File: config.mk
export PLATFORM = sky130hd
export DESIGN_NAME = hsv_to_rgb_converter_unit
export DESIGN_NICKNAME = d
export VERILOG_FILES = /design/src/design/hsvrgb_pkg.sv /design/src/design/hsvrgb_term.sv /design/src/design/hsv_to_rgb_converter_unit.sv
export SDC_FILE = /design/constraint.sdc
export NUM_CORES = 2
export LEC_CHECK = 0
export BUFFER_PORTS_ARGS = -buffer_cell sky130_fd_sc_hd__buf_2
export CORE_UTILIZATION = 45
export DETAILED_ROUTE_END_ITERATION = 7
export GPL_ROUTABILITY_DRIVEN = 0
export PLACE_DENSITY = 0.6
export SKIP_CTS_REPAIR_TIMING = 1
export SLEW_MARGIN = 25
export SYNTH_ARGS = -nofsm -noshare
export SYNTH_HDL_FRONTEND = slang
export SYNTH_SLANG_ARGS = --single-unit
File: constraint.sdc
create_clock -name clk -period 7.6 [get_ports clk]
set_input_delay 1.52 -clock clk [delete_from_list [all_inputs] [get_ports clk]]
set_output_delay 1.52 -clock clk [all_outputs]
set_load 0.005 [all_outputs]
File: src/design/hsvrgb_pkg.sv
// Shared constants and types for the HSV to RGB converter.
package hsvrgb_pkg;

	localparam int unsigned HUE_FRAC_BITS_DEF = 4;

	localparam int unsigned HUE_W    = 13;
	localparam int unsigned CH_W     = 8;
	localparam int unsigned COLOUR_W = 3 * CH_W;
	localparam int unsigned SECT_W   = 3;

	// Sector quotient: hue / (60 << frac) = (hue >> (frac + 2)) / 15
	localparam int unsigned Y_W       = 11;
	localparam int unsigned QUOT_W    = 8;
	localparam int unsigned REC15_W   = 12;
	localparam logic [REC15_W-1:0] REC15 = 12'd2185;
	localparam int unsigned REC15_SH  = 15;

	// Quotient modulo six
	localparam int unsigned REC6_W    = 8;
	localparam logic [REC6_W-1:0] REC6 = 8'd171;
	localparam int unsigned REC6_SH   = 10;
	localparam logic [QUOT_W-1:0] NUM_SECT = 8'd6;

	// Term scaling: after the power-of-two shift, divide by 255 * 15
	localparam int unsigned NUM_W        = 20;
	localparam int unsigned REC_TERM_W   = 21;
	localparam logic [REC_TERM_W-1:0] REC_TERM = 21'd1122868;
	localparam int unsigned REC_TERM_SH  = 32;

	localparam logic [SECT_W-1:0] SECT_RED_YELLOW   = 3'd0;
	localparam logic [SECT_W-1:0] SECT_YELLOW_GREEN = 3'd1;
	localparam logic [SECT_W-1:0] SECT_GREEN_CYAN   = 3'd2;
	localparam logic [SECT_W-1:0] SECT_CYAN_BLUE    = 3'd3;
	localparam logic [SECT_W-1:0] SECT_BLUE_MAGENTA = 3'd4;
	localparam logic [SECT_W-1:0] SECT_MAGENTA_RED  = 3'd5;

	// Load enables for the two stages inside a term unit
	typedef struct packed {
		logic s4;
		logic s5;
	} term_en_t;

endpackage

File: src/design/hsvrgb_term.sv
// Two-stage scaling of one colour term: floor(brightness * coef / (255 * sector span)).
module hsvrgb_term #(
	parameter int unsigned HUE_FRAC_BITS = hsvrgb_pkg::HUE_FRAC_BITS_DEF
) (
	input  logic                                                   clk,
	input  hsvrgb_pkg::term_en_t                                   en,
	input  logic [$clog2(255 * (60 << HUE_FRAC_BITS) + 1)-1:0]     coef,
	input  logic [hsvrgb_pkg::CH_W-1:0]                            val,
	output logic [hsvrgb_pkg::CH_W-1:0]                            term_s5
);

	localparam int unsigned SPAN  = 60 << HUE_FRAC_BITS;
	localparam int unsigned CW    = $clog2(255 * SPAN + 1);
	localparam int unsigned PW    = CW + hsvrgb_pkg::CH_W;
	localparam int unsigned MW    = hsvrgb_pkg::NUM_W + hsvrgb_pkg::REC_TERM_W;

	logic [PW-1:0]                  prod;
	logic [hsvrgb_pkg::NUM_W-1:0]   n_s4;
	logic [MW-1:0]                  scaled;

	// The power-of-two part of the divisor goes first; what is left stays below 2^20
	assign prod = PW'(coef) * PW'(val);

	always_ff @(posedge clk) begin
		if (en.s4) begin
			n_s4 <= hsvrgb_pkg::NUM_W'(prod >> (HUE_FRAC_BITS + 2));
		end
	end

	// Reciprocal of 3825 is exact over the whole range of n_s4
	assign scaled = MW'(n_s4) * MW'(hsvrgb_pkg::REC_TERM);

	always_ff @(posedge clk) begin
		if (en.s5) begin
			term_s5 <= hsvrgb_pkg::CH_W'(scaled >> hsvrgb_pkg::REC_TERM_SH);
		end
	end

endmodule

File: src/design/hsv_to_rgb_converter_unit.sv
// Top level of the HSV to RGB converter: six-stage pipeline, one beat per cycle while the output is not stalled.
//
// Takes one hue, saturation and brightness beat per clock cycle and returns the packed
// colour (blue 23:16, green 15:8, red 7:0) from the output stage. Throughput is
// one beat per cycle: each of the six register stages has its own valid bit and
// moves as soon as the stage after it is free, so a stall on the output fills the
// bubbles first and then holds hsv_ready low. Latency is set by the chain sector
// divide, remainder, term coefficients, brightness product, constant reciprocal
// scaling and the final sector select. Hue at or above 360 degrees wraps round the
// colour circle. No state is kept and no start-up sweep is needed.
module hsv_to_rgb_converter_unit #(
	parameter int unsigned HUE_FRAC_BITS = hsvrgb_pkg::HUE_FRAC_BITS_DEF
) (
	input  logic                              clk,
	input  logic                              arst_n,
	input  logic                              hsv_valid,
	output logic                              hsv_ready,
	input  logic [hsvrgb_pkg::HUE_W-1:0]      hue,
	input  logic [hsvrgb_pkg::CH_W-1:0]       saturation,
	input  logic [hsvrgb_pkg::CH_W-1:0]       brightness,
	output logic                              rgb_valid,
	input  logic                              rgb_ready,
	output logic [hsvrgb_pkg::COLOUR_W-1:0]   packed_colour
);

	localparam int unsigned SPAN   = 60 << HUE_FRAC_BITS;
	localparam int unsigned FULL   = 255 * SPAN;
	localparam int unsigned CW     = $clog2(FULL + 1);
	localparam int unsigned RW     = ($clog2(SPAN) < hsvrgb_pkg::HUE_W) ?
	                                 $clog2(SPAN) : hsvrgb_pkg::HUE_W;
	localparam int unsigned P15_W  = hsvrgb_pkg::Y_W + hsvrgb_pkg::REC15_W;
	localparam int unsigned P6_W   = hsvrgb_pkg::QUOT_W + hsvrgb_pkg::REC6_W;
	localparam int unsigned CH_W   = hsvrgb_pkg::CH_W;

	// Stage valids and load enables
	logic v_s1, v_s2, v_s3, v_s4, v_s5, rgb_valid_q;
	logic en1, en2, en3, en4, en5, en6;
	hsvrgb_pkg::term_en_t term_en;

	// Stage 1
	logic [hsvrgb_pkg::Y_W-1:0]      y;
	logic [P15_W-1:0]                p15_s1;
	logic [hsvrgb_pkg::HUE_W-1:0]    hue_s1;
	logic [CH_W-1:0]                 sat_s1, val_s1;

	// Stage 2
	logic [hsvrgb_pkg::QUOT_W-1:0]   quot;
	logic [hsvrgb_pkg::HUE_W-1:0]    quot_span;
	logic [hsvrgb_pkg::QUOT_W-1:0]   quot_s2;
	logic [P6_W-1:0]                 p6_s2;
	logic [RW-1:0]                   r_s2;
	logic [CH_W-1:0]                 sat_s2, val_s2;

	// Stage 3
	logic [hsvrgb_pkg::QUOT_W-1:0]   six_q;
	logic [CW-1:0]                   coef_p, coef_q, coef_t;
	logic [CW-1:0]                   coef_p_s3, coef_q_s3, coef_t_s3;
	logic [hsvrgb_pkg::SECT_W-1:0]   sect_s3;
	logic [CH_W-1:0]                 val_s3;

	// Stages 4 and 5
	logic [hsvrgb_pkg::SECT_W-1:0]   sect_s4, sect_s5;
	logic [CH_W-1:0]                 val_s4, val_s5;
	logic [CH_W-1:0]                 p_s5, q_s5, t_s5;

	// Output stage
	logic [CH_W-1:0]                 red, green, blue;
	logic [hsvrgb_pkg::COLOUR_W-1:0] packed_colour_q;

	// A stage loads when it is empty or its content moves on in the same cycle
	assign en6 = !rgb_valid_q || rgb_ready;
	assign en5 = !v_s5 || en6;
	assign en4 = !v_s4 || en5;
	assign en3 = !v_s3 || en4;
	assign en2 = !v_s2 || en3;
	assign en1 = !v_s1 || en2;

	assign hsv_ready     = en1;
	assign rgb_valid     = rgb_valid_q;
	assign packed_colour = packed_colour_q;
	assign term_en       = '{s4: en4, s5: en5};

	always_ff @(posedge clk or negedge arst_n) begin
		if (!arst_n) begin
			v_s1        <= 1'b0;
			v_s2        <= 1'b0;
			v_s3        <= 1'b0;
			v_s4        <= 1'b0;
			v_s5        <= 1'b0;
			rgb_valid_q <= 1'b0;
		end else begin
			if (en1) v_s1        <= hsv_valid;
			if (en2) v_s2        <= v_s1;
			if (en3) v_s3        <= v_s2;
			if (en4) v_s4        <= v_s3;
			if (en5) v_s5        <= v_s4;
			if (en6) rgb_valid_q <= v_s5;
		end
	end

	// Stage 1: reciprocal product for the sector quotient
	assign y = hsvrgb_pkg::Y_W'(hue >> (HUE_FRAC_BITS + 2));

	always_ff @(posedge clk) begin
		if (en1) begin
			p15_s1 <= P15_W'(y) * P15_W'(hsvrgb_pkg::REC15);
			hue_s1 <= hue;
			sat_s1 <= saturation;
			val_s1 <= brightness;
		end
	end

	// Stage 2: quotient, remainder within the sector, product for the wrap modulo six
	assign quot      = hsvrgb_pkg::QUOT_W'(p15_s1 >> hsvrgb_pkg::REC15_SH);
	assign quot_span = hsvrgb_pkg::HUE_W'(32'(quot) * SPAN);

	always_ff @(posedge clk) begin
		if (en2) begin
			quot_s2 <= quot;
			p6_s2   <= P6_W'(quot) * P6_W'(hsvrgb_pkg::REC6);
			r_s2    <= RW'(hue_s1 - quot_span);
			sat_s2  <= sat_s1;
			val_s2  <= val_s1;
		end
	end

	// Stage 3: sector and the three term coefficients, all scaled by 255 * span
	assign six_q  = hsvrgb_pkg::QUOT_W'(p6_s2 >> hsvrgb_pkg::REC6_SH) * hsvrgb_pkg::NUM_SECT;
	assign coef_q = CW'(FULL) - CW'(r_s2) * CW'(sat_s2);
	assign coef_t = CW'(FULL) - (CW'(SPAN) - CW'(r_s2)) * CW'(sat_s2);
	assign coef_p = CW'(FULL) - CW'(SPAN) * CW'(sat_s2);

	always_ff @(posedge clk) begin
		if (en3) begin
			sect_s3   <= hsvrgb_pkg::SECT_W'(quot_s2 - six_q);
			coef_p_s3 <= coef_p;
			coef_q_s3 <= coef_q;
			coef_t_s3 <= coef_t;
			val_s3    <= val_s2;
		end
	end

	// Stages 4 and 5: one scaling unit per term
	hsvrgb_term #(.HUE_FRAC_BITS(HUE_FRAC_BITS)) u_term_p (
		.clk     (clk),
		.en      (term_en),
		.coef    (coef_p_s3),
		.val     (val_s3),
		.term_s5 (p_s5)
	);

	hsvrgb_term #(.HUE_FRAC_BITS(HUE_FRAC_BITS)) u_term_q (
		.clk     (clk),
		.en      (term_en),
		.coef    (coef_q_s3),
		.val     (val_s3),
		.term_s5 (q_s5)
	);

	hsvrgb_term #(.HUE_FRAC_BITS(HUE_FRAC_BITS)) u_term_t (
		.clk     (clk),
		.en      (term_en),
		.coef    (coef_t_s3),
		.val     (val_s3),
		.term_s5 (t_s5)
	);

	always_ff @(posedge clk) begin
		if (en4) begin
			sect_s4 <= sect_s3;
			val_s4  <= val_s3;
		end
		if (en5) begin
			sect_s5 <= sect_s4;
			val_s5  <= val_s4;
		end
	end

	// Output stage: pick the terms for the sector and pack
	always_comb begin
		unique case (sect_s5)
			hsvrgb_pkg::SECT_RED_YELLOW: begin
				red = val_s5; green = t_s5; blue = p_s5;
			end
			hsvrgb_pkg::SECT_YELLOW_GREEN: begin
				red = q_s5; green = val_s5; blue = p_s5;
			end
			hsvrgb_pkg::SECT_GREEN_CYAN: begin
				red = p_s5; green = val_s5; blue = t_s5;
			end
			hsvrgb_pkg::SECT_CYAN_BLUE: begin
				red = p_s5; green = q_s5; blue = val_s5;
			end
			hsvrgb_pkg::SECT_BLUE_MAGENTA: begin
				red = t_s5; green = p_s5; blue = val_s5;
			end
			default: begin
				red = val_s5; green = p_s5; blue = q_s5;
			end
		endcase
	end

	always_ff @(posedge clk) begin
		if (en6) begin
			packed_colour_q <= {blue, green, red};
		end
	end

endmodule

==> metrics <==
clk sink count=255; CTS clk-pin slew, worst paths=0.06 ns; Antenna Nets Post-Route=0; fin. max-slew vios=0; Clk Latency, worst-skew pair=0.56 ns; Iteration-0 DRC Markers=1075; Cell variety after synth=73; row cnt=111; clock tree buffer depth=3; Core ar.=0.09194 mm2; f_max=153.9 MHz; critical path data arrival time=6.82 ns; Die Y=307.1 um; CP endpoint kind=flop; period utilisation layout=85.52%; Vias per Instance=4.877; Final nets=5604; final wirelength=82900 um; Post-Syn Instances=4177; Setup crit start kind=flop; GRT Resource Usage Total=18.54%; Via Count=26760; die width=307.1 um; net count after synthesis=5563; largest net degree at the start of global routing=68; Avg Cell Area, Syn=10.03 um2; # fillers=8653; cell taking the most area after synthesis=fa_1; Ports=59; cell area after synthesis=0.04188 mm2; CTS root buf=clkbuf_16; die area=0.09429 mm2; EDFF count, synth=249; Max Cap Viol=0; # DRC=0; Final Skew=0.03019 ns; Ys Warns=0; Worst EP required=7.92 ns; final setup vio count=0; commonest non-fill, non-tap cell in the layout=inv_1; final hold violations=0; H-tree levels=2; vias in the first global route=27990; Synth area leaders=fa_1 28%, ha_1 23%, edfxtp_1 18%, inv_1 9.9%, and2_1 4.7%; area delta synth->final=7.033%; Max-slew headroom=31.91%; FF+latch count, synth=255; result of the run=finished clean; Worst Path Max Fanout=8; Tmin final=6.499 ns; first drt pass iteration count=7; layout cells sized above 1=4.408%; Async SR Flop Fraction=2.353%; Initial Util=45.55%; RSZ-0062 raised after global routing=no; top cell type's share of synthesized area=28.39%; IO Port Bufs=58; TNS Setup=0 ns; most frequent cells in the layout=1099 x inv_1, 759 x ha_1, 594 x fa_1; Top FF cell, synth=edfxtp_1; global-route wire length before repair=141000 um; sequential area share after synthesis=18.21%; Post-DP HPWL=68660 um; CTS Buf Count=34; routed len/inst=15.11 um; TritonCTS clock tree=built; initial antenna violation count=4; worst min path class=flop to flop; Worst Tran Pin Value=1.021 ns; grt ovf=0; CP Class=flop to flop
==> cell usage after synthesis, types with 4 or more instances <==
cell,count
inv_1,1100
ha_1,759
fa_1,594
and2_1,312
nand2_1,298
edfxtp_1,249
xnor2_1,103
a21oi_1,95
nor2_1,78
clkbuf_1,77
xor2_1,47
a21o_1,46
o21ai_0,43
nor2b_1,32
nand3_1,30
a211oi_1,22
mux2i_1,21
mux2_2,19
nor3_1,19
o21ai_1,19
and3_1,17
o21bai_1,16
o21a_1,15
nand4_1,14
nand2b_1,11
or3_1,11
a31oi_1,9
o22ai_1,9
dfrtp_1,6
o211ai_1,6
o31ai_1,6
or2_2,6
a21oi_2,5
a32oi_1,5
a21boi_1,4
a221o_1,4
a41o_1,4
buf_1,4
o2111ai_1,4
==> sequential cells by signal, summed over array words and instances, names as in the netlist, 10 cells and up <==
name and flops:
packed_colour 24, u_term_p.n_s4 20, u_term_q.n_s4 20, u_term_t.n_s4 20, coef_q_s3 18, coef_t_s3 17, coef_p_s3 12, r_s2 10
==> through the flow <==
step / cells / worst slack [ns] / util [%] / hold WS [ns] / area (um2)
final: 5486 / 1.101 / 48.75 / 0.4163 / 44830
after floorplan: 4177 / 1.181 / - / 0.4003 / 41880
after global routing: 5485 / 0.6262 / 48.75 / 0.4218 / 44820
after global placement: 5424 / 1.256 / 47.47 / 0.4003 / 43640
after CTS: 5484 / 1.095 / 48.74 / 0.4170 / 44810
after detailed placement: 5424 / 1.127 / 47.47 / 0.4045 / 43640
==> critical path: stages, from the launching register on <==
cell      delay [ns]
edfxtp_1        0.50
inv_1           0.17
ha_1            0.22
nand2_1         0.10
or3_1           0.37
nand3_1         0.12
xor2_1          0.49
and2_1          0.24
fa_1            0.39
inv_1           0.08
fa_1            0.44
fa_1            0.50
fa_1            0.49
inv_1           0.05
fa_1            0.47
inv_1           0.04
ha_1            0.33
and2_1          0.19
nand2_1         0.06
a211oi_1        0.29
nor3_1          0.12
o41ai_1         0.34
a21oi_1         0.12
xnor2_1         0.13
==> logic make-up (layout without fill, tap and decap cells) <==
kind of cell             count (synthesis)  count (layout)  synth area share, %
AO/OA/AOI/OAI                          353             353                5.697
multiplexers                            40              40                1.013
adder cells (fa/ha/maj)               1353            1353                51.07
flip-flops                             255             255                18.21
AND/OR/NAND/NOR                        843             843                10.26
XOR/XNOR                               150             150                3.137
other                                    0               1                    0
buffers and inverters                 1183            1248                10.61
==> per-layer routing <==
metal	global-route usage [%]	up-vias	part of all wire [%]
met5	0	-	0.033
met4	3.321	4	1.4
met3	1.833	60	3.2
met2	30.21	288	45
met1	27.00	13210	50
li1	-	13200	-
==> path summary, 6_finish.rpt <==
kind,endpoint,slack (ns),cells past startpoint,from
setup reg to reg,coef_t_s3[16]$_DFFE_PP_,1.10,23,r_s2[0]$_DFFE_PP_
min in group asynchronous,v_s4$_DFFE_PN0P_,0.81,1,arst_n
hold / removal,sect_s5[0]$_DFFE_PP_,0.42,0,sect_s4[0]$_DFFE_PP_
hold reg to reg,sect_s5[0]$_DFFE_PP_,0.42,0,sect_s4[0]$_DFFE_PP_
setup / recovery,coef_t_s3[16]$_DFFE_PP_,1.10,23,r_s2[0]$_DFFE_PP_
max in group asynchronous,v_s1$_DFFE_PN0P_,6.61,1,arst_n
==> cell type report <==
class	count	area, um2	area share (%)
multi-input combinational	2739	29830	66.54
sequential	255	7627	17.02
inverter	1101	4133	9.220
tap	1243	1555	3.470
clock buffer	36	858.3	1.915
timing repair buffer	87	515.5	1.150
clock inverter	24	307.8	0.6867
antenna	1	2.502	0.005583
Power is not shown: default switching activity piles up to over one toggle a cycle in this logic, so the estimate is an artifact.
